--- src/rtl/core/spi_flash_quad_read_slave_macros.svh ---
// Assertion helpers shared by the flash slave RTL.
`ifndef SPI_FLASH_QUAD_READ_SLAVE_MACROS_SVH
`define SPI_FLASH_QUAD_READ_SLAVE_MACROS_SVH

// Same-cycle implication, disabled while in reset.
`define SFQR_ASSERT_NOW(name, clk_sig, rst_sig, ante, cons, msg) \
    name: assert property (@(posedge clk_sig) disable iff (!rst_sig) (ante) |-> (cons)) \
        else $error(msg);

// Next-cycle implication, disabled while in reset.
`define SFQR_ASSERT_NEXT(name, clk_sig, rst_sig, ante, cons, msg) \
    name: assert property (@(posedge clk_sig) disable iff (!rst_sig) (ante) |=> (cons)) \
        else $error(msg);

`endif

--- src/rtl/core/sfqr_pkg.sv ---
`timescale 1ns / 1ps
`default_nettype none

package sfqr_pkg;

    // item actions
    localparam logic [1:0] ACT_EDGE       = 2'd0;
    localparam logic [1:0] ACT_CS_RELEASE = 2'd1;
    localparam logic [1:0] ACT_PRELOAD    = 2'd2;

    // command set
    localparam logic [7:0] CMD_QUAD_READ_4B   = 8'hEC;
    localparam logic [7:0] CMD_WRITE_ANY_REG  = 8'h71;
    localparam logic [7:0] CMD_QUAD_READ      = 8'hEB;
    localparam logic [7:0] CMD_RDID           = 8'h9F;
    localparam logic [7:0] CMD_READ_CR        = 8'h35;
    localparam logic [7:0] CMD_WRITE_ENABLE   = 8'h06;
    localparam logic [7:0] CMD_READ_SECURITY  = 8'h48;
    localparam logic [7:0] CMD_READ_SR        = 8'h05;
    localparam logic [7:0] CMD_SECTOR_ERASE   = 8'h20;
    localparam logic [7:0] CMD_PAGE_PROGRAM   = 8'h02;

    localparam logic [23:0] CR1_REG_ADDR = 24'h800002;
    localparam logic [7:0]  FILL_BYTE    = 8'h57;

    // bit counter landmarks
    localparam logic [5:0] BC_CMD_START = 6'd8;
    localparam logic [5:0] BC_ADDR_DONE = 6'd32;
    localparam logic [5:0] BC_FETCH     = 6'd40;
    localparam logic [5:0] BC_WRAP      = 6'd48;

    typedef struct packed {
        logic [1:0]  action;
        logic [3:0]  data_lines;
        logic [15:0] load_address;
        logic [7:0]  load_byte;
    } sfqr_item_t;

    typedef struct packed {
        logic       drive_valid;
        logic [3:0] drive_nibble;
        logic       out_of_range;
        logic       unknown_command;
        logic [7:0] cr1_value;
    } sfqr_result_t;

    // what the output stage does with its data word
    typedef enum logic [1:0] {
        OP_IDLE,
        OP_EMIT,
        OP_FETCH,
        OP_SEED
    } sfqr_op_t;

    typedef struct packed {
        sfqr_op_t    op;
        logic        out_of_range;
        logic        unknown_command;
        logic [7:0]  cr1_value;
        logic [31:0] seed_word;
    } sfqr_ctl_t;

    function automatic logic is_known(input logic [7:0] code);
        return code inside {CMD_RDID, CMD_READ_CR, CMD_WRITE_ENABLE, CMD_READ_SECURITY,
                            CMD_WRITE_ANY_REG, CMD_READ_SR, CMD_SECTOR_ERASE,
                            CMD_PAGE_PROGRAM, CMD_QUAD_READ, CMD_QUAD_READ_4B};
    endfunction

endpackage

`default_nettype wire

--- src/rtl/core/sfqr_seq.sv ---
`timescale 1ns / 1ps
`default_nettype none

module sfqr_seq #(
    parameter int ADDR_BITS = 16
) (
    input  wire                         clk,
    input  wire                         rst_n,
    input  wire                         accept,
    input  wire sfqr_pkg::sfqr_item_t   item,
    output logic                        rd_en,
    output logic [ADDR_BITS-1:0]        rd_addr,
    output logic                        wr_en,
    output logic [ADDR_BITS-1:0]        wr_addr,
    output logic [7:0]                  wr_data,
    output sfqr_pkg::sfqr_ctl_t         ctl
);
    import sfqr_pkg::*;

    logic [31:0] shift_word_reg, shift_word_next;
    logic [5:0]  bit_count_reg, bit_count_next;
    logic [7:0]  command_reg, command_next;
    logic        awaiting_reg, awaiting_next;
    logic        quad_reg, quad_next;
    logic        read_phase_reg, read_phase_next;
    logic [31:0] read_addr_reg, read_addr_next;
    logic [7:0]  cr1_reg, cr1_next;

    logic        restart;
    logic        quad_now;
    logic [5:0]  bc_step;
    logic [31:0] load_addr_ext;

    assign load_addr_ext = {16'd0, item.load_address};
    assign wr_addr       = load_addr_ext[ADDR_BITS-1:0];
    assign wr_data       = item.load_byte;

    always_comb
    begin
        shift_word_next = shift_word_reg;
        bit_count_next  = bit_count_reg;
        command_next    = command_reg;
        awaiting_next   = awaiting_reg;
        quad_next       = quad_reg;
        read_phase_next = read_phase_reg;
        read_addr_next  = read_addr_reg;
        cr1_next        = cr1_reg;
        restart         = 1'b0;
        quad_now        = quad_reg;
        bc_step         = bit_count_reg + 6'd4;
        rd_en           = 1'b0;
        rd_addr         = read_addr_reg[ADDR_BITS-1:0];
        wr_en           = 1'b0;
        ctl             = '0;
        ctl.op          = OP_IDLE;

        if (accept)
        begin
            case (item.action)
                ACT_EDGE:
                begin
                    if (awaiting_reg)
                    begin
                        shift_word_next = {shift_word_reg[30:0], item.data_lines[0]};
                        bit_count_next  = bit_count_reg - 6'd1;
                        if (bit_count_next == 6'd0)
                        begin
                            awaiting_next = 1'b0;
                            command_next  = shift_word_next[7:0];
                            if (!is_known(shift_word_next[7:0]))
                            begin
                                ctl.unknown_command = 1'b1;
                                restart             = 1'b1;
                            end
                        end
                    end
                    else if (command_reg == CMD_QUAD_READ_4B ||
                             command_reg == CMD_WRITE_ANY_REG)
                    begin
                        quad_now  = quad_reg ||
                                    (command_reg == CMD_QUAD_READ_4B && bit_count_reg == 6'd0);
                        quad_next = quad_now;
                        if (quad_now)
                        begin
                            if (!read_phase_reg)
                            begin
                                shift_word_next = {shift_word_reg[27:0], item.data_lines};
                            end
                            bit_count_next = (bc_step == BC_WRAP) ? BC_FETCH : bc_step;
                        end
                        else
                        begin
                            if (!read_phase_reg)
                            begin
                                shift_word_next = {shift_word_reg[30:0], item.data_lines[0]};
                            end
                            bit_count_next = bit_count_reg + 6'd1;
                        end

                        if (command_reg == CMD_QUAD_READ_4B)
                        begin
                            if (bit_count_next == BC_ADDR_DONE)
                            begin
                                read_addr_next = shift_word_next;
                            end
                            if (bit_count_next == BC_FETCH)
                            begin
                                read_phase_next = 1'b1;
                            end
                            if (bit_count_next >= BC_FETCH && bit_count_next[2:0] == 3'd0)
                            begin
                                if ((read_addr_next >> ADDR_BITS) == 32'd0)
                                begin
                                    rd_en          = 1'b1;
                                    rd_addr        = read_addr_next[ADDR_BITS-1:0];
                                    read_addr_next = read_addr_next + 32'd1;
                                    ctl.op         = OP_FETCH;
                                end
                                else
                                begin
                                    // first fetch out of range: the shift word is seeded
                                    // into the output shifter, leaks out on later edges
                                    ctl.out_of_range = 1'b1;
                                    ctl.op           = read_phase_reg ? OP_IDLE : OP_SEED;
                                end
                            end
                            else if (read_phase_next)
                            begin
                                ctl.op = OP_EMIT;
                            end
                        end
                        else if (bit_count_next == BC_ADDR_DONE)
                        begin
                            if (shift_word_next[31:8] == CR1_REG_ADDR)
                            begin
                                cr1_next = shift_word_next[7:0];
                            end
                            restart = 1'b1;
                        end
                    end
                end
                ACT_CS_RELEASE:
                begin
                    restart = 1'b1;
                end
                ACT_PRELOAD:
                begin
                    wr_en = ((load_addr_ext >> ADDR_BITS) == 32'd0);
                end
                default:
                begin
                end
            endcase

            if (restart)
            begin
                awaiting_next   = 1'b1;
                bit_count_next  = BC_CMD_START;
                quad_next       = 1'b0;
                read_phase_next = 1'b0;
            end
        end

        ctl.cr1_value = cr1_next;
        ctl.seed_word = shift_word_next;
    end

    always_ff @(posedge clk or negedge rst_n)
    begin
        if (!rst_n)
        begin
            shift_word_reg <= '0;
            bit_count_reg  <= BC_CMD_START;
            command_reg    <= '0;
            awaiting_reg   <= 1'b1;
            quad_reg       <= 1'b0;
            read_phase_reg <= 1'b0;
            read_addr_reg  <= '0;
            cr1_reg        <= '0;
        end
        else
        begin
            shift_word_reg <= shift_word_next;
            bit_count_reg  <= bit_count_next;
            command_reg    <= command_next;
            awaiting_reg   <= awaiting_next;
            quad_reg       <= quad_next;
            read_phase_reg <= read_phase_next;
            read_addr_reg  <= read_addr_next;
            cr1_reg        <= cr1_next;
        end
    end

endmodule

`default_nettype wire

--- config.mk ---
export PLATFORM = sky130hd
export DESIGN_NAME = sfqr_seq
export DESIGN_NICKNAME = d
export VERILOG_FILES = /design/src/rtl/core/spi_flash_quad_read_slave_macros.svh /design/src/rtl/core/sfqr_pkg.sv /design/src/rtl/core/sfqr_seq.sv
export SDC_FILE = /design/constraint.sdc
export NUM_CORES = 1
export LEC_CHECK = 0
export BUFFER_PORTS_ARGS = -buffer_cell sky130_fd_sc_hd__buf_4
export CORE_MARGIN = 5
export CORE_UTILIZATION = 50
export CTS_BUF_LIST = sky130_fd_sc_hd__clkbuf_4 sky130_fd_sc_hd__clkbuf_8
export DETAILED_ROUTE_END_ITERATION = 7
export HOLD_SLACK_MARGIN = 0.03
export PLACE_DENSITY_LB_ADDON = 0.08
export SETUP_SLACK_MARGIN = 0.15
export SLEW_MARGIN = 20
export SYNTH_ARGS = -nofsm -noshare
export SYNTH_HDL_FRONTEND = slang
export SYNTH_SLANG_ARGS = --single-unit
--- constraint.sdc ---
create_clock -name clk -period 11.1 [get_ports clk]
set_input_delay 2.775 -clock clk [delete_from_list [all_inputs] [get_ports clk]]
set_output_delay 2.775 -clock clk [all_outputs]
set_load 0.02 [all_outputs]
== Word level (Yosys, flattened, before mapping) ==
Cells that the tools add are included.

* Bits of input ports: 33
* Output and inout bits: 86
* Register bits after elaboration: 89

* Reduce and logical (&&, ||, !) cells: 20
* Mux-type cells: 91
* Bitwise gates (word level): 1
* Add/subtract/negate cells: 4
* Magnitude comparators: 1
* Equality and inequality tests: 19

{| class="wikitable"
|+ Operators with widths
! cell !! number
|-
| $mux 32 || 19
|-
| $mux 16 || 7
|-
| $mux 6 || 10
|-
| $mux 8 || 7
|-
| $mux 1 || 39
|-
| $add 32x1->32 const B || 1
|-
| $eq 8x8->1 const B || 4
|-
| $logic_not 32->1 || 1
|-
| $eq 24x24->1 const B || 1
|-
| $eq 8x7->1 const B || 3
|-
| $eq 6x6->1 const B || 3
|-
| $eq 8x3->1 const B || 2
|-
| $eq 8x6->1 const B || 2
|-
| $logic_not 6->1 || 2
|-
| $reduce_and 5->1 || 2
|-
| $reduce_bool 10->1 || 1
|-
| $mux 3 || 3
|-
| $eq 8x2->1 const B || 1
|-
| $mux 4 || 2
|-
| $reduce_and 4->1 || 2
|-
| $add 6x1->6 const B || 1
|-
| $add 6x3->6 const B || 1
|-
| $ge 6x6->1 const B || 1
|-
| $mux 2 || 3
|-
| other kinds (14) || 18
|}

== Longest topological paths before layout ==
Gate-level depths: netlist (run 1).

* Word-level depth: 23
* Gate-level depth with buffers: 17

== Least setup slack after synthesis (run 1) ==
Ideal clock, no wire load.

* Kind: in2out
* Start point: in accept
* End point: out ctl[43] (netlist bit)
* Arrival: 4.605 ns
* Slack: 3.720 ns
* Stages: 4
* Buffers on the path: 0
* Required time: 8.325 ns
* Cell sequence: nor2b_1 > nor2b_1 > nand2_1 > a2111oi_0

{| class="wikitable"
|+ RTL lines
! element !! RTL line !! RTL
|-
| from (decl) || sfqr_seq.sv:9 || <nowiki>input wire accept,</nowiki>
|-
| to (decl) || sfqr_seq.sv:16 || <nowiki>output sfqr_pkg::sfqr_ctl_t ctl</nowiki>
|}

==> results of run 1 <==
==> metal layers <==
layer / track usage / share of wire / vias up
met3: 0.0683 / 0.085 / 31
met5: 0 / 0 / -
met4: 0.0623 / 0.013 / 0
met1: 0.362 / 0.46 / 2707
li1: - / - / 2592
met2: 0.377 / 0.45 / 280
==> worst reg2reg max path, stage by stage (launching register included) <==
cell       delay, ns
dfrtp_1         0.48
clkinv_1        0.21
ha_1            0.25
nand4bb_4       0.15
o41a_1          0.42
buf_4           0.29
o41a_1          0.72
nor3_4          0.62
mux2_2          0.29
ha_1            0.15
nand2_1         0.16
nor3_2          0.47
a211oi_1        0.18
a221oi_1        0.29
==> cells in the mapped netlist (all sizes together) (4+ instances only) <==
cell	number	area [um^2]
dfrtp	87	2180
nor2b	6	37.5
mux2i	14	140
a21oi	42	210
a311oi	5	43.8
a211oi	6	45.0
or4	6	48.8
nand3	18	103
nor2	44	173
and3	9	56.3
xnor2	9	78.8
clkbuf	54	203
buf	31	230
o21ai	66	330
a22oi	30	225
a2bb2oi	5	43.8
mux2	30	368
o41ai	4	68.8
a222oi	6	60.1
nor4	19	140
ha	8	100
nor3	21	126
o22ai	5	31.3
inv	19	71.3
nand2	88	330
nand4	7	43.8
o21a	4	30.0
a31oi	6	37.5
nand2b	6	37.5
and2	7	43.8
==> final cells by class <==
cell class	instances	area, um^2
timing repair buffer	78	586
clock buffer	13	173
multi-input combinational	516	3380
fill	1126	5290
sequential	89	2230
inverter	20	75.1
tap	147	184
clock inverter	3	47.5
==> where the power goes <==
part | switching (mW) | internal (mW) | leakage, nW
sequential | 0.160 | 0.395 | 1.20
combinational | 0.390 | 0.265 | 1.65
clock | 0.123 | 0.126 | 0.113
==> worst paths after layout <==
check                           cells past startpoint                end
min in group asynchronous                           1         cr1_reg[0]
worst max register to register                     13   read_addr_reg[8]
worst min-delay path                                2  read_addr_reg[25]
max in group asynchronous                           2  read_addr_reg[27]
worst max-delay path                                6            ctl[43]
worst min register to register                      2  read_addr_reg[25]
==> cells by family (layout without fill, tap and decap cells) <==
family                     Yosys count  in the layout  share of synthesized area
DFF                                 89             89                      0.366
buffers and inverters              105            114                     0.0833
xor gates and xnor gates             9              9                     0.0129
muxes                               44             44                     0.0833
and+or+nand+nor                    245            245                      0.209
AOI/OAI and AO/OA                  210            210                      0.230
adders and majority gates            8              8                     0.0164
==> stage by stage <==
stage                      util  area (um^2)  std cells  setup slack, ns  total power [mW]
after global routing      0.558         6680        866             3.11              1.55
after detailed placement  0.539         6450        850             3.43              1.20
after CTS                 0.557         6670        866             3.42              1.46
after global placement    0.539         6450        850             3.53              1.20
final                     0.558         6680        866             3.40              1.46
after floorplan               -         6100        710             3.72             0.978
==> impl_metrics.ini, run 1 <==
[synthesis]
seq_area_frac_synth = 0.366
syn_area_mm2 = 0.00610
synth.net_count = 751
yosys_warnings = 0
syn_inst = 710
async_flop_share = 1.00
ys.flop_type = dfrtp_1
synth_edf_count = 0
yosysUniqueCellTypes = 73
synth_area_per_cell_um2 = 8.59
ys_seq_elements = 89

[placement]
portBuffers = 70
place.gp.congestion = 0.901
dp_hpwl_um = 12800

[final_layout]
area_growth_pct = 9.46
drive_above_1_share = 0.200
final_common_cell = nand2_1
diodes = 0
mostFrequentLayoutCells = 88 x nand2_1, 86 x dfrtp_1, 78 x buf_4, 65 x o21ai_0
num-nets-final = 755

[sta]
period_share = 0.694
min_period_ns = 7.70
rsz0062_at_grt = false
final-setup-viol-count = 0
finClkSkew_ns = 0.0100
slew_headroom = 0.270
max_freq_ghz = 0.130
hold_viol_final = 0
drv_slew = 0
hold_ws_ns = 0.492
worst_pin_slew_ns = 1.09
fin_setup_tns_ns = 0

[floorplanning]
dieHeight_um = 120
start_util = 0.510
num_io_pins = 119
die_x_um = 120
core.rowCount = 40
core_area_mm2 = 0.0120
die-area_mm2 = 0.0145

[clock_tree]
cts_resized = 0
clock_sinks = 89
postCtsSetupBuffers = 0
cts_buffers = 9
cts.htree.levels = 3
cts_buffer_depth = 2
clock_latency_ns = 0.38
clk_pin_slew_ns = 0.09
clockRootBuffer = clkbuf_8
holdBufCountCts = 0
cts_tree = done

[min_path]
hp-start = read_addr_reg[25]
worst_hold_path_type = reg2reg

[detailed_routing]
first_pass_iters = 6
drc = 0
viasPerCell = 6.48
drtIter0Drc = 827
vias = 5610
drtAntennaViolNets = 0
routed_wl_um = 18200
wl_per_cell_um = 21.0

[grt]
grt_antenna_before_repair = 0
grt_max_degree = 61
grt_pass1_wl_um = 29200
overflow = 0
grt_use_total = 0.252
first_global_vias = 5276

[critical_path]
r2r_slack_ns = 6.31
critPathLaunchType = primary input
r2r_start = bit_count_reg[2]
crit_type = in2out
worstPathMaxFanout = 18
worst_ep_required_time_ns = 8.33
cp_num_buf_inv = 2
cp_slowest_cell = a2111oi_0
critPathArrivalTime_ns = 4.93
crit_family = simple AND/OR/NAND/NOR gates
max_stage_delay_ns = 0.57
crit_path_start = item[29]
worstPathCellList = buf_4 -> nor2b_1 -> nor2b_1 -> nand2_1 -> a2111oi_0 -> buf_4
cp-end-kind = primary output

[run]
maxCapViolCount = 0

[pwr]
ir_drop_uv = 158
power_leakage_nw = 2.97
powerDensity_mw_per_mm2 = 219

[status]
status = finished, final reports clean
No activity file was read; power rests on OpenSTA's default activity.
==> run 2, diff against run 1 <==
- clock period: 11.1 -> 8.01 ns (I/O delays scaled with it)
==> impl_metrics.ini, run 2 (synthesized netlist as in run 1, its figures left out) <==
[final_layout]
multi_input_area_mm2 = 0.00338
mostFrequentLayoutCells = 88 x nand2_1, 86 x dfrtp_1, 79 x buf_4, 65 x o21ai_0
area_growth_pct = 9.54
diodes = 0
seqCellArea_mm2 = 0.00223
final_common_cell = nand2_1
n_fill_cell = 1129
num-nets-final = 756
drive_above_1_share = 0.201

[clock_tree]
holdBufCountCts = 0
cts.htree.levels = 3
cts_buffers = 9
clock_latency_ns = 0.39
clk_pin_slew_ns = 0.10
cts_resized = 0
clockRootBuffer = clkbuf_8
clock_sinks = 89
postCtsSetupBuffers = 0
cts_buffer_depth = 2
cts_tree = done

[critical_path]
worst_ep_required_time_ns = 6.01
worstRegToRegCells = 13
r2r_slack_ns = 3.18
worstPathMaxFanout = 15
critPathCapture = ctl[37]
cp-end-kind = primary output
critPathArrivalTime_ns = 4.56
max_stage_delay_ns = 0.69
worstPathCellList = clkinv_1 -> ha_1 -> nand4bb_4 -> o41a_1 -> buf_4 -> o311ai_1 -> or4_4 -> nor4_4 -> nand3_4 -> mux2_4 -> buf_4
cpMostUsedCell = buf_4
r2r_start = bit_count_reg[2]
cp.depth = 11
crit_family = simple AND/OR/NAND/NOR gates
cp_num_buf_inv = 3
critPathLaunchType = register
r2r_end = read_addr_reg[12]
crit_path_start = bit_count_reg[2]
cp_slowest_cell = o41a_1
crit_type = reg2out

[grt]
grt_use_total = 0.260
grt_pass1_wl_um = 30200
first_global_vias = 5456
overflow = 0
grt_max_degree = 61
grt_antenna_before_repair = 0

[sta]
max_freq_ghz = 0.152
hold_viol_final = 0
rsz0062_at_grt = false
min_period_ns = 6.57
worst_pin_slew_ns = 1.06
slew_headroom = 0.295
period_share = 0.820
finClkSkew_ns = 0.0110
final-setup-viol-count = 0
drv_slew = 0
fin_setup_tns_ns = 0

[placement]
portBuffers = 70
dp_hpwl_um = 13300
place.gp.congestion = 0.932

[floorplanning]
num_io_pins = 119
start_util = 0.510
core_area_mm2 = 0.0120
dieHeight_um = 120
core.rowCount = 40
die-area_mm2 = 0.0145
die_x_um = 120

[detailed_routing]
wl_per_cell_um = 21.3
viasPerCell = 6.60
first_pass_iters = 5
routed_wl_um = 18500
drtIter0Drc = 672
vias = 5720
drc = 0
drtAntennaViolNets = 0

[status]
status = finished, final reports clean

[min_path]
worst_hold_path_type = reg2reg
hp-start = read_addr_reg[25]

[pwr]
power_mw = 2.03
power_leakage_nw = 2.96
powerDensity_mw_per_mm2 = 303
ir_drop_uv = 222

[run]
maxCapViolCount = 0
[run 2: changes by cell type in the layout (fill, tap and decap cells not counted), sizes merged]
cell	before	now
clkbuf	13	11
clkinvlp	0	2
buf	78	79
clkinv	3	2
inv	19	20
[run 2: layer usage]
layer  GRT usage  up-vias  part of all wire
li1            -     2594                 -
met5           0        -                 0
met1       0.375     2801              0.45
met2       0.379      291              0.44
met4      0.0907        0             0.021
met3      0.0674       34             0.089
[run 2: worst min path at each step]
stage,cells after the start,slack (ns),endpoint
after global routing,1,0.52,cr1_reg[6]
after CTS,2,0.50,read_addr_reg[28]
final,2,0.49,read_addr_reg[25]
after floorplan,2,0.44,read_addr_reg[25]
after global placement,2,0.47,read_addr_reg[28]
after detailed placement,2,0.48,read_addr_reg[28]
[run 2: per-stage QoR]
| stage | instances | utilization | hold slack [ns] | instance area [um^2] | setup slack (ns) |
|---|---|---|---|---|---|
| after floorplan | 710 | - | 0.441 | 6100 | 2.18 |
| after CTS | 867 | 0.558 | 0.499 | 6670 | 1.50 |
| after global placement | 851 | 0.540 | 0.470 | 6450 | 1.97 |
| after global routing | 867 | 0.558 | 0.519 | 6680 | 1.26 |
| after detailed placement | 851 | 0.540 | 0.478 | 6450 | 1.90 |
| final | 867 | 0.558 | 0.494 | 6680 | 1.44 |
[run 2: cell type report]
cell class,instances,share of cell area
Multi-Input combinational cell,516,0.506
Sequential cell,89,0.335
Timing Repair Buffer,79,0.0888
Tap cell,147,0.0275
Clock buffer,11,0.0227
Inverter,20,0.0112
Clock inverter,5,0.00937
[run 2: power breakdown]
group | total, mW | switching [mW] | internal, mW
clock | 0.339 | 0.176 | 0.163
combinational | 0.908 | 0.541 | 0.367
sequential | 0.779 | 0.231 | 0.549
[run 2: tightest hold or removal path: cells and delay by family (launching register included)]
kind             cells  cell delay (ns)
DFF                  1             0.36
and+or+nand+nor      2             0.10
