[src/rtl/core/spi_flash_quad_read_slave_macros.svh]
// Assertion helpers shared by the flash slave RTL.
`ifndef SPI_FLASH_QUAD_READ_SLAVE_MACROS_SVH
`define SPI_FLASH_QUAD_READ_SLAVE_MACROS_SVH

// Same-cycle implication, disabled while in reset.
`define SFQR_ASSERT_NOW(name, clk_sig, rst_sig, ante, cons, msg) \
    name: assert property (@(posedge clk_sig) disable iff (!rst_sig) (ante) |-> (cons)) \
        else $error(msg);

// Next-cycle implication, disabled while in reset.
`define SFQR_ASSERT_NEXT(name, clk_sig, rst_sig, ante, cons, msg) \
    name: assert property (@(posedge clk_sig) disable iff (!rst_sig) (ante) |=> (cons)) \
        else $error(msg);

`endif

[src/rtl/core/sfqr_pkg.sv]
`timescale 1ns / 1ps
`default_nettype none

package sfqr_pkg;

    // item actions
    localparam logic [1:0] ACT_EDGE       = 2'd0;
    localparam logic [1:0] ACT_CS_RELEASE = 2'd1;
    localparam logic [1:0] ACT_PRELOAD    = 2'd2;

    // command set
    localparam logic [7:0] CMD_QUAD_READ_4B   = 8'hEC;
    localparam logic [7:0] CMD_WRITE_ANY_REG  = 8'h71;
    localparam logic [7:0] CMD_QUAD_READ      = 8'hEB;
    localparam logic [7:0] CMD_RDID           = 8'h9F;
    localparam logic [7:0] CMD_READ_CR        = 8'h35;
    localparam logic [7:0] CMD_WRITE_ENABLE   = 8'h06;
    localparam logic [7:0] CMD_READ_SECURITY  = 8'h48;
    localparam logic [7:0] CMD_READ_SR        = 8'h05;
    localparam logic [7:0] CMD_SECTOR_ERASE   = 8'h20;
    localparam logic [7:0] CMD_PAGE_PROGRAM   = 8'h02;

    localparam logic [23:0] CR1_REG_ADDR = 24'h800002;
    localparam logic [7:0]  FILL_BYTE    = 8'h57;

    // bit counter landmarks
    localparam logic [5:0] BC_CMD_START = 6'd8;
    localparam logic [5:0] BC_ADDR_DONE = 6'd32;
    localparam logic [5:0] BC_FETCH     = 6'd40;
    localparam logic [5:0] BC_WRAP      = 6'd48;

    typedef struct packed {
        logic [1:0]  action;
        logic [3:0]  data_lines;
        logic [15:0] load_address;
        logic [7:0]  load_byte;
    } sfqr_item_t;

    typedef struct packed {
        logic       drive_valid;
        logic [3:0] drive_nibble;
        logic       out_of_range;
        logic       unknown_command;
        logic [7:0] cr1_value;
    } sfqr_result_t;

    // what the output stage does with its data word
    typedef enum logic [1:0] {
        OP_IDLE,
        OP_EMIT,
        OP_FETCH,
        OP_SEED
    } sfqr_op_t;

    typedef struct packed {
        sfqr_op_t    op;
        logic        out_of_range;
        logic        unknown_command;
        logic [7:0]  cr1_value;
        logic [31:0] seed_word;
    } sfqr_ctl_t;

    function automatic logic is_known(input logic [7:0] code);
        return code inside {CMD_RDID, CMD_READ_CR, CMD_WRITE_ENABLE, CMD_READ_SECURITY,
                            CMD_WRITE_ANY_REG, CMD_READ_SR, CMD_SECTOR_ERASE,
                            CMD_PAGE_PROGRAM, CMD_QUAD_READ, CMD_QUAD_READ_4B};
    endfunction

endpackage

`default_nettype wire

[src/rtl/core/sfqr_out.sv]
`timescale 1ns / 1ps
`default_nettype none

module sfqr_out (
    input  wire                         clk,
    input  wire                         rst_n,
    input  wire                         take,
    input  wire sfqr_pkg::sfqr_ctl_t    ctl_in,
    input  wire [7:0]                   rd_data,
    input  wire                         result_stall,
    output logic                        ready,
    output logic                        result_valid,
    output sfqr_pkg::sfqr_result_t      result
);
    import sfqr_pkg::*;

    logic         s2_valid_reg;
    sfqr_ctl_t    s2_ctl_reg;
    logic [31:0]  word_reg, word_next;
    logic         res_valid_reg;
    sfqr_result_t res_reg, res_next;

    logic         s2_adv;
    logic         drive;
    logic [31:0]  src;

    assign s2_adv = s2_valid_reg && (!res_valid_reg || !result_stall);
    assign ready  = !s2_valid_reg || s2_adv;

    always_comb
    begin
        drive = s2_ctl_reg.op inside {OP_EMIT, OP_FETCH};
        src   = (s2_ctl_reg.op == OP_FETCH) ? {24'd0, rd_data} : word_reg;

        res_next.drive_valid     = drive;
        res_next.drive_nibble    = drive ? src[7:4] : 4'd0;
        res_next.out_of_range    = s2_ctl_reg.out_of_range;
        res_next.unknown_command = s2_ctl_reg.unknown_command;
        res_next.cr1_value       = s2_ctl_reg.cr1_value;

        case (s2_ctl_reg.op)
            OP_EMIT, OP_FETCH: word_next = {src[27:0], 4'd0};
            OP_SEED:           word_next = s2_ctl_reg.seed_word;
            default:           word_next = word_reg;
        endcase
    end

    always_ff @(posedge clk or negedge rst_n)
    begin
        if (!rst_n)
        begin
            s2_valid_reg  <= 1'b0;
            res_valid_reg <= 1'b0;
        end
        else
        begin
            if (take)
            begin
                s2_valid_reg <= 1'b1;
            end
            else if (s2_adv)
            begin
                s2_valid_reg <= 1'b0;
            end

            if (s2_adv)
            begin
                res_valid_reg <= 1'b1;
            end
            else if (!result_stall)
            begin
                res_valid_reg <= 1'b0;
            end
        end
    end

    always_ff @(posedge clk)
    begin
        if (take)
        begin
            s2_ctl_reg <= ctl_in;
        end
        if (s2_adv)
        begin
            word_reg <= word_next;
            res_reg  <= res_next;
        end
    end

    assign result_valid = res_valid_reg;
    assign result       = res_reg;

endmodule

`default_nettype wire

[config.mk]
export PLATFORM = sky130hd
export DESIGN_NAME = sfqr_out
export DESIGN_NICKNAME = d
export VERILOG_FILES = /design/src/rtl/core/spi_flash_quad_read_slave_macros.svh /design/src/rtl/core/sfqr_pkg.sv /design/src/rtl/core/sfqr_out.sv
export SDC_FILE = /design/constraint.sdc
export NUM_CORES = 1
export LEC_CHECK = 0
export ABC_AREA = 0
export CORE_UTILIZATION = 60
export DETAILED_ROUTE_END_ITERATION = 8
export DONT_BUFFER_PORTS = 1
export GPL_ROUTABILITY_DRIVEN = 0
export GPL_TIMING_DRIVEN = 0
export HOLD_SLACK_MARGIN = 0.12
export PLACE_DENSITY = 0.83
export SETUP_SLACK_MARGIN = 0.5
export SYNTH_ARGS = -nofsm -noshare
export SYNTH_HDL_FRONTEND = slang
export SYNTH_SLANG_ARGS = --single-unit
[constraint.sdc]
create_clock -name clk -period 2.2 [get_ports clk]
set_input_delay 0.44 -clock clk [delete_from_list [all_inputs] [get_ports clk]]
set_output_delay 0.44 -clock clk [all_outputs]
set_load 0.05 [all_outputs]
=== After elaboration in Yosys (flattened, before gate mapping) ===
Index checks and enable logic that the tools add are counted.

* Register bits: 45
* Latch bits: 0
* ROM bits: 0
* Memories: 0
* Memory bits (writable): 0

* $mul: 0
* Add/subtract/negate cells: 0
* Eq/ne operators: 4
* Shift operators: 0
* Magnitude comparators: 0
* Reductions and logical operators: 11
* Bitwise logic cells: 0
* Muxes and demuxes: 6
* Div/mod/pow operators: 0

{| class="wikitable"
|+ Operator list
! operator !! number
|-
| $pmux 8 s2 || 1
|-
| $mux 8 || 1
|-
| $reduce_bool 2->1 || 3
|-
| $eq 2x2->1 const B || 2
|-
| $mux 1 || 4
|-
| $logic_not 1->1 || 3
|-
| $eq 2x1->1 const B || 1
|-
| $logic_or 1x1->1 || 2
|-
| $ne 2x1->1 const B || 1
|-
| $reduce_and 2->1 || 1
|-
| $reduce_or 2->1 || 1
|-
| $logic_and 1x1->1 || 1
|}

=== Depth between registers and ports, before layout ===
Gate-level depths: netlist of the first run.

* Depth after elaboration: 5
* Gate-level depth with buffers: 5
* Mapped depth without buffers: 4

=== Worst setup path before layout of the first run ===
No wires, ideal clock.

* Kind: reg2reg
* Start point: register res_valid_reg, in the netlist result_valid
* End point: register word_reg[0], enable pin
* Buffers on the path: 0
* Required time: 1827 ps
* Cell stages (with the launch flop): 3
* Arrival: 1682 ps
* Slack: 145 ps
* Period minus slack after synthesis: 2055 ps
* Cell sequence: dfrtp_1 a21boi_2 nor2b_1

* Longest elaborated chain between the ends: 4

{| class="wikitable"
|+ Ends and longest elaborated chain
! what !! RTL line !! text
|-
| start: declaration || sfqr_out.sv:20 || <nowiki>logic res_valid_reg;</nowiki>
|-
| start signal: assignment || sfqr_out.sv:53 || <nowiki>res_valid_reg <= 1'b0;</nowiki>
|-
| start signal: assignment || sfqr_out.sv:68 || <nowiki>res_valid_reg <= 1'b1;</nowiki>
|-
| start signal: assignment || sfqr_out.sv:72 || <nowiki>res_valid_reg <= 1'b0;</nowiki>
|-
| $logic_not 1->1 || sfqr_out.sv:27 || <nowiki>assign s2_adv = s2_valid_reg && (!res_valid_reg || !result_stall);</nowiki>
|-
| $logic_or 1x1->1 || sfqr_out.sv:27 ||
|-
| $logic_and 1x1->1 || sfqr_out.sv:27 ||
|-
| net s2_adv || sfqr_out.sv:23 || <nowiki>logic s2_adv;</nowiki>
|-
| $reduce_and 2->1 (no line) || - ||
|-
| end signal: assignment || sfqr_out.sv:85 || <nowiki>word_reg <= word_next;</nowiki>
|-
| end: declaration || sfqr_out.sv:19 || <nowiki>logic [31:0] word_reg, word_next;</nowiki>
|}

The timed path passes the listed nets, and every way through them passes these cells.
A chain may end at the register's enable or synchronous reset.

=== Final worst setup path of the first run ===
* Start point: register res_valid_reg, in the netlist result_valid
* End point: output ready

* Longest elaborated chain between the ends: 4

{| class="wikitable"
|+ Ends and longest elaborated chain
! what !! RTL line !! text
|-
| $logic_not 1->1 || sfqr_out.sv:27 ||
|-
| $logic_or 1x1->1 || sfqr_out.sv:27 ||
|-
| $logic_and 1x1->1 || sfqr_out.sv:27 ||
|-
| $logic_or 1x1->1 || sfqr_out.sv:28 || <nowiki>assign ready = !s2_valid_reg || s2_adv;</nowiki>
|-
| end: declaration || sfqr_out.sv:11 || <nowiki>output logic ready,</nowiki>
|}

No other way between the ends.

==> flow_summary_export.csv, run 1 <==
group,metric,value,unit
outcome,outcome,"complete, no violations",
floorplanning,dieHeight,53.7,um
logic_synthesis,yosys.area.top_type,"edfxtp_1",
cells_and_area,antenna_cells,0,
logic_synthesis,yosys-top-cells-count,"edfxtp_1, mux2i_1, nor2b_1",
cts,clock_path_buffers,2,
floorplanning,core-area,2500,um^2
logic_synthesis,synth_edf_count,43,
global_routing,grt_start_max_net_pins,22,
logic_synthesis,synth_fp_nets,140,
setup_path,start_kind,"flip-flop",
timing,setup_tns,0,ns
cts,clock-root-buffer,"clkbuf_4",
logic_synthesis,netlist_instances,81,
detailed_routing,drtIter0Drc,18,
logic_synthesis,async_reset_ff_frac,0.0444,
setup_path,worst-setup-path-type,"flip-flop to primary output",
min_path,hold_path_class,"primary input to flip-flop",
pwr,pwr_density_cell,935,nW/um^2
cts,cts_made_buffers,5,
detailed_routing,drtPass1Iterations,4,
detailed_routing,wl_met3,144,um
logic_synthesis,avgSynthCellArea,19.8,um^2
global_routing,grt_pass1_wl,2.96,mm
cells_and_area,syn2layout_area_growth,9.13,%
cells_and_area,largest_reg_flops,15,
cts,htree_num_levels,2,
logic_synthesis,synth_xor_area_frac,0,
setup_path,crit_chain,"nand3_4",
setup_path,crit_slowest_cell,"dfrtp_2",
cells_and_area,nets,149,
logic_synthesis,synth.top_cell.area_share,0.805,
detailed_routing,wl_met2,1.20,mm
cts,cts_tree,"done",
setup_path,critPathMaxFanout,4,
timing,slew_headroom,0.681,
setup_path,worst_ep_arrival_time,1.20,ns
cts,clock_latency,0.34,ns
timing,rsz0062_at_grt,"false",
floorplanning,pin_count,73,
timing,fin_crit_sh,0.744,
global_routing,grt_pass1_vias,633,
floorplanning,placementRows,18,
logic_synthesis,synth.distinct_cells,15,
floorplanning,die_x,53.7,um
global_routing,grt_util_all_layers,0.168,
detailed_routing,wl_per_cell,17.4,um
floorplanning,initial_utilization,0.642,
logic_synthesis,ys_top_cells_by_area,"edfxtp_1, mux2i_1, dfrtp_1",
logic_synthesis,ys_ff_latch,45,
timing,setup_viol,0,
pwr,power,0.00164,W
global_routing,antenna_found_initial,0,
logic_synthesis,synth.most_common_cell,"edfxtp_1",
pwr,p_leak,0.613,nW
floorplanning,dieArea,2880,um^2
detailed_routing,top_layer_used,"met4",
detailed_routing,routed_via_density,5.59,
timing,drv_slew,0,
timing,worst_clock_skew,0.00683,ns
setup_path,critPathMaxStageDelay,0.60,ns
cts,clk_pin_slew,0.12,ns
logic_synthesis,yosysWarnings,0,
setup_path,cp-end-kind,"primary output",
logic_synthesis,yosys.area_share.adder,0.0234,
logic_synthesis,synth_compound_gate_area_share,0.0242,
timing,hold_viol,0,
detailed_routing,drc,0,
logic_synthesis,ys_seq_area_frac,0.836,
logic_synthesis,synth_top_family_by_area,"simple AND/OR/NAND/NOR gates",
detailed_routing,vias,676,
flow_run,cap_violations,0,
global_routing,gr-total-overflow,0,
timing,fmax,611,MHz
setup_path,crit_buf_inv,0,
cells_and_area,drive_gt1_frac,0.154,
detailed_routing,antenna_left,0,
timing,fin_crit,1.64,ns
setup_path,worst_ep_required_time,1.76,ns
pwr,ir_drop,816,uV
timing,whs,0.182,ns
cells_and_area,fillers,159,
logic_synthesis,synth_flop_cell,"edfxtp_1",
detailed_routing,drt_wl_total,2.10,mm
logic_synthesis,synthSimpleGateAreaFrac,0.0515,
logic_synthesis,synth_mux_area_frac,0.0499,
placed_design,port_buffers,0,
timing,tightestPinTransition,0.479,ns
logic_synthesis,syn_area,1600,um^2
detailed_routing,m1WireLength,739,um
cts,numClockSinks,45,
setup_path,cp_top_family,"flip-flops",
## path summary, 6_finish.rpt
check,to,slack [ns],start,depth (start not counted)
max,ready,0.56,result_valid,1
min,res_next[3],0.18,ctl_in[35],0
max reg2reg,word_reg[5],0.84,result_valid,2
min reg2reg,result[9],0.42,res_next[9],0
max in group asynchronous,result_valid,1.73,rst_n,1
min in group asynchronous,result_valid,0.33,rst_n,1
## kinds of logic (layout without fill, tap and decap cells)
family | after synthesis | count (layout)
AOI/OAI and AO/OA | 6 | 6
adders and majority gates | 3 | 3
buffers and inverters | 4 | 14
DFF | 45 | 45
muxes | 8 | 8
and+or+nand+nor | 15 | 15
## placed cells by master (no fill, tap or decap), types with 2 or more instances in the layout
master	netlist	routed
edfxtp_1	43	43
mux2i_1	8	8
clkbuf_4	0	5
nand2_1	4	4
o21ai_1	4	4
and2_1	4	4
nor2b_1	5	4
ha_1	3	3
inv_1	2	2
## through the flow
stage | area (um^2) | worst slack, ns | std cells | utilization
4_1_cts | 1740 | 0.465 | 121 | 0.697
6_report | 1750 | 0.563 | 121 | 0.700
3_5_place_dp | 1660 | 0.352 | 111 | 0.663
2_1_floorplan | 1620 | 0.517 | 81 | -
5_1_grt | 1750 | 0.505 | 121 | 0.700
3_3_place_gp | 1660 | 0.402 | 111 | 0.663
## worst register-to-register path: cells and delay by family, from the launching register on
family / cells / cell delay (ns)
DFF: 1 / 0.57
and+or+nand+nor: 1 / 0.29
AOI/OAI and AO/OA: 1 / 0.21
## repair_timing
item | in CTS | in global routing
endpoints found under the setup margin | 9 | 1
pin swaps | 1 | 0
buffers inserted | 1 | 0
resized for setup | 2 | 1
hold buffers | 1 | 0
hold endpoints to repair | 2 | 0
## layout make-up
| class | instances | area (um^2) | area share |
|---|---|---|---|
| multi-input combinational | 32 | 267 | 0.152 |
| buffer | 2 | 16.3 | 0.00929 |
| clock inverter | 1 | 7.51 | 0.00429 |
| inverter | 2 | 7.51 | 0.00429 |
| tap | 30 | 37.5 | 0.0214 |
| clock buffer | 7 | 55.1 | 0.0315 |
| timing repair buffer | 2 | 17.5 | 0.0100 |
| sequential | 45 | 1340 | 0.767 |
## routing by layer
layer / global-route usage / vias up
li1: - / 323
met1: 0.170 / 320
met2: 0.276 / 31
met3: 0.0989 / 2
met4: 0.0789 / 0
met5: 0 / -
## report_power, final
| group | internal (W) | leakage [nW] | switching (W) |
|---|---|---|---|
| Sequential | 0.00103 | 0.439 | 0.000119 |
| Combinational | 0.0000406 | 0.143 | 0.0000508 |
| Clock | 0.000157 | 0.0315 | 0.000239 |
Note: power is estimated with default switching activity, not from simulation.
==> inputs of run 2 (changes only) <==
Clock period 2.2 ns to 1.6 ns, I/O delays scaled along.
==> flow_summary_export.csv, run 2 (synthesis gave the netlist of run 1 again) <==
group,metric,value,unit
outcome,outcome,"complete, no violations",
pwr,switchingPower,0.000629,W
floorplanning,initial_utilization,0.642,
placed_design,placed_area,1670,um^2
timing,fmax,667,MHz
timing,slew_headroom,0.679,
pwr,seqPwrFrac,0.632,
floorplanning,die_x,53.7,um
cts,htree_num_levels,2,
pwr,pwr_density_cell,1190,nW/um^2
setup_path,worst-r2r-setup-slack,0.11,ns
global_routing,gr-total-overflow,0,
detailed_routing,drc,0,
cts,hold_buffers,22,
cells_and_area,postLayoutCellArea,2110,um^2
pwr,clock_power_share,0.274,
setup_path,critPathMaxFanout,4,
cells_and_area,drive_gt1_frac,0.239,
global_routing,grt_pass1_wl,3.81,mm
cts,clk_pin_slew,0.13,ns
floorplanning,dieHeight,53.7,um
detailed_routing,wl_per_cell,20.2,um
setup_path,critPathMaxStageDelay,0.59,ns
timing,worst_clock_skew,0.0138,ns
detailed_routing,antenna_left,0,
cells_and_area,final_cell_mix,"edfxtp_1, dlygate4sd3_1, mux2i_1, clkbuf_4",
global_routing,grt_pass1_vias,802,
pwr,power,0.00252,W
detailed_routing,routed_via_density,5.61,
floorplanning,placementRows,18,
global_routing,grt_start_max_net_pins,22,
placed_design,port_buffers,0,
cells_and_area,final_core_util,0.845,
cells_and_area,nets,175,
setup_path,cp-end-kind,"primary output",
setup_path,cp_top_family,"flip-flops",
detailed_routing,drtPass1Iterations,4,
min_path,hold_path_class,"primary input to flip-flop",
floorplanning,core-area,2500,um^2
cts,clock_latency,0.35,ns
pwr,switching_share,0.250,
pwr,p_leak,0.757,nW
timing,fin_crit,1.50,ns
setup_path,worst-setup-path-type,"flip-flop to primary output",
setup_path,worst_ep_required_time,1.28,ns
cts,clock-root-buffer,"clkbuf_4",
cts,cts_made_buffers,5,
cells_and_area,fin_cells,147,
timing,hold_viol,0,
placed_design,dp.cells,111,
setup_path,worst_ep_arrival_time,1.18,ns
timing,fin_crit_sh,0.937,
cts,clock_path_buffers,2,
timing,rsz0062_at_grt,"true",
pwr,ir_drop,1150,uV
cells_and_area,final_common_cell,"edfxtp_1",
detailed_routing,vias,825,
detailed_routing,drtIter0Drc,42,
cells_and_area,largest_reg_flops,15,
cells_and_area,syn2layout_area_growth,31.7,%
setup_path,crit_slowest_cell,"dfrtp_4",
setup_path,start_kind,"flip-flop",
global_routing,grt_util_all_layers,0.203,
setup_path,crit_chain,"nand3_4",
cts,numClockSinks,45,
pwr,p_comb_frac,0.095,
pwr,p_int,0.00189,W
cts,cts_tree,"done",
detailed_routing,drt_wl_total,2.97,mm
timing,drv_slew,0,
floorplanning,pin_count,73,
global_routing,antenna_found_initial,0,
flow_run,cap_violations,0,
timing,tightestPinTransition,0.482,ns
floorplanning,dieArea,2880,um^2
cells_and_area,antenna_cells,0,
setup_path,crit_buf_inv,0,
timing,setup_viol,0,
run 2: cell types whose count changed in the layout (fill, tap and decap cells not counted), sizes merged:
cell         delta
buf             +5
clkbuf          -1
clkinv          +1
clkinvlp        -1
bufinv          +1
dlygate4sd3    +21
run 2: path summary, 6_finish.rpt:
kind,from,to,depth (start not counted)
max,result_valid,ready,1
min,take,res_next[1],0
max reg2reg,result_valid,word_reg[6],2
min reg2reg,res_next[5],result[5],0
max in group asynchronous,rst_n,result_valid,1
min in group asynchronous,rst_n,result_valid,1
run 2: layout make-up:
type	count	area, um^2
buffer	2	26.3
clock buffer	6	41.3
clock inverter	2	38.8
fill	87	388
inverter	2	7.51
multi-input combinational	32	314
sequential	45	1350
tap	30	37.5
timing repair buffer	28	302
run 2: routing by layer:
metal	routed length, um	GRT usage
met1	1120	0.233
met2	1640	0.356
met3	174	0.0565
met4	36	0.0789
met5	0	0
run 2: power by group through the flow:
stage	Combinational, W	Sequential, W	Clock, W
final	0.000238	0.00159	0.000689
after detailed placement	0.000121	0.00161	0
after global placement	0.000116	0.00160	0
after global routing	0.000254	0.00160	0.000729
after floorplan	0.000102	0.00159	0
after CTS	0.000208	0.00158	0.000678
run 2: repair_timing:
| item | in CTS | in global routing |
|---|---|---|
| setup endpoints to repair | 53 | 53 |
| pin swaps | 2 | 2 |
| hold endpoints to repair | 44 | 21 |
| gates resized for setup | 15 | 5 |
| setup buffers | 2 | 2 |
| gates cloned | 2 | 0 |
run 2: metrics by stage:
step                      setup slack (ns)  setup TNS (ns)  hold slack (ns)
after floorplan                     0.0433               0           0.0244
after global placement             -0.0935          -0.748           0.0245
after detailed placement            -0.138           -1.10           0.0245
after CTS                           0.0666               0           0.0598
after global routing                0.0711               0           0.0418
final                                0.101               0           0.0617
==> inputs of run 3 (changes only) <==
Settings changed: BUFFER_PORTS_ARGS from default to -buffer_cell sky130_fd_sc_hd__buf_2, CORE_UTILIZATION 60 to 45, DONT_BUFFER_PORTS 1 to default, PLACE_DENSITY 0.83 to 0.84.
==> flow_summary_export.csv, run 3 (synthesis gave the netlist of run 1 again) <==
group,metric,value,unit
pwr,seqPwrFrac,0.566,
cells_and_area,final_cell_mix,"edfxtp_1, buf_2, buf_6, dlygate4sd3_1, mux2i_1",
setup_path,rr_worst_depth,3,
timing,fin_crit_sh,0.868,
min_path,hold_path_class,"primary input to flip-flop",
cts,clock_path_buffers,2,
cts,htree_num_levels,2,
floorplanning,placementRows,21,
timing,fin_crit,1.39,ns
pwr,clock_power_share,0.257,
cts,clock_latency,0.35,ns
placed_design,dp_slack,-0.00409,ns
pwr,p_comb_frac,0.177,
floorplanning,dieArea,3810,um^2
flow_run,cap_violations,0,
cts,clk_pin_slew,0.12,ns
setup_path,worst-setup-path-type,"flip-flop to flip-flop",
global_routing,grt_pass1_vias,847,
setup_path,critPathMaxFanout,8,
setup_path,worst_ep_arrival_time,1.43,ns
cells_and_area,seq_area,1340,um^2
pwr,p_int,0.00194,W
setup_path,start_kind,"flip-flop",
cells_and_area,fin_cells,201,
placed_design,port_buffers,48,
pwr,switching_share,0.245,
detailed_routing,antenna_left,0,
pwr,ir_drop,685,uV
floorplanning,initial_utilization,0.477,
min_path,whs_endpoint,"res_next[2]",
cts,clock-root-buffer,"clkbuf_4",
cts,numClockSinks,45,
min_path,min_delay_path_depth,1,
pwr,pwr_density_cell,1100,nW/um^2
cells_and_area,fillers,223,
pwr,p_leak,0.930,nW
setup_path,critPathMaxStageDelay,0.45,ns
detailed_routing,drt_wl_total,2.84,mm
setup_path,timing.rr.end,"word_reg[3]",
timing,rsz0062_at_grt,"true",
cells_and_area,antenna_cells,0,
global_routing,grt_pass1_wl,3.66,mm
pwr,power,0.00257,W
cells_and_area,drive_gt1_frac,0.503,
global_routing,gr-total-overflow,0,
pwr,switchingPower,0.000629,W
setup_path,worst_ep_required_time,1.64,ns
detailed_routing,routed_via_density,4.63,
global_routing,antenna_found_initial,0,
cells_and_area,largest_reg_flops,15,
setup_path,crit_slowest_cell,"dfrtp_2",
global_routing,grt_util_all_layers,0.148,
cells_and_area,syn2layout_area_growth,45.6,%
timing,drv_slew,0,
timing,setup_slack,0.212,ns
detailed_routing,vias,931,
floorplanning,core-area,3360,um^2
detailed_routing,drtPass1Iterations,4,
timing,tightestPinTransition,0.436,ns
setup_path,cp-end-kind,"flip-flop",
placed_design,dp_hpwl,1.70,mm
placed_design,dp.cells,175,
setup_path,crit_chain,"buf_4 > a21boi_4 > nor2b_4",
cells_and_area,final_common_cell,"edfxtp_1",
global_routing,grt_start_max_net_pins,22,
cells_and_area,nets,213,
floorplanning,dieHeight,61.7,um
setup_path,r2r_start,"result_valid",
floorplanning,pin_count,73,
timing,setup_viol,0,
detailed_routing,drc,0,
cts,cts_made_buffers,5,
min_path,hold_start,"ctl_in[34]",
outcome,outcome,"complete, no violations",
cells_and_area,final_core_util,0.695,
timing,fmax,720,MHz
setup_path,crit_start,"result_valid",
timing,worst_clock_skew,0.00945,ns
detailed_routing,drtIter0Drc,17,
timing,slew_headroom,0.709,
timing,hold_viol,0,
floorplanning,die_x,61.7,um
cells_and_area,multi_input_area,307,um^2
detailed_routing,wl_per_cell,14.1,um
cts,cts_tree,"done",
setup_path,worst-r2r-setup-slack,0.21,ns
run 3: what timing repair did:
item	CTS	global route
gates cloned	1	0
endpoints found under the setup margin	52	53
buffers inserted	7	1
gates resized for setup	45	8
endpoints found under the hold margin	2	8
pin swaps	1	1
hold buffers	1	8
run 3: layout make-up:
class                           count  area share
Tap cell                           46      0.0246
Multi-Input combinational cell     32       0.131
Buffer                              2      0.0112
Inverter                            2     0.00321
Clock buffer                        6      0.0177
Timing Repair Buffer               66       0.223
Sequential cell                    45       0.575
Clock inverter                      2      0.0145
run 3: stage by stage:
stage	hold WS, ns	setup TNS, ns	cell area (um^2)
3_3_place_gp	0.105	0	1930
2_1_floorplan	0.0244	0	1630
5_1_grt	0.116	0	2340
6_report	0.139	0	2340
4_1_cts	0.129	0	2230
3_5_place_dp	0.109	-0.0316	1930
run 3: critical path: cells and delay by family (launching register included):
kind | cells | cell delay, ns
buf+inv | 1 | 0.16
compound gates | 1 | 0.18
simple gates | 1 | 0.30
flops | 1 | 0.45
run 3: power by group through the flow:
stage	logic, W	registers, W	clock network (W)
6_report	0.000455	0.00146	0.000663
5_1_grt	0.000484	0.00146	0.000710
4_1_cts	0.000423	0.00146	0.000658
3_5_place_dp	0.000334	0.00147	0
3_3_place_gp	0.000325	0.00146	0
2_1_floorplan	0.000102	0.00159	0
run 3: worst max path at each step:
| stage | cells after the start | to | slack [ns] |
|---|---|---|---|
| 3_3_place_gp | 3 | word_reg[1] | 0.04 |
| 5_1_grt | 3 | word_reg[2] | 0.19 |
| 6_report | 3 | word_reg[3] | 0.21 |
| 3_5_place_dp | 3 | word_reg[0] | -0.004 |
| 4_1_cts | 2 | ready | 0.26 |
| 2_1_floorplan | 2 | word_reg[0] | 0.04 |
run 3: layer usage:
metal  routed length, um  share of wire  up-vias  global-route usage
li1                    -              -      446                   -
met1                 973           0.34      440               0.145
met2                1630           0.57       38               0.260
met3                 168          0.059        7              0.0745
met4                  66          0.023        0              0.0667
met5                   0              0        -                   0
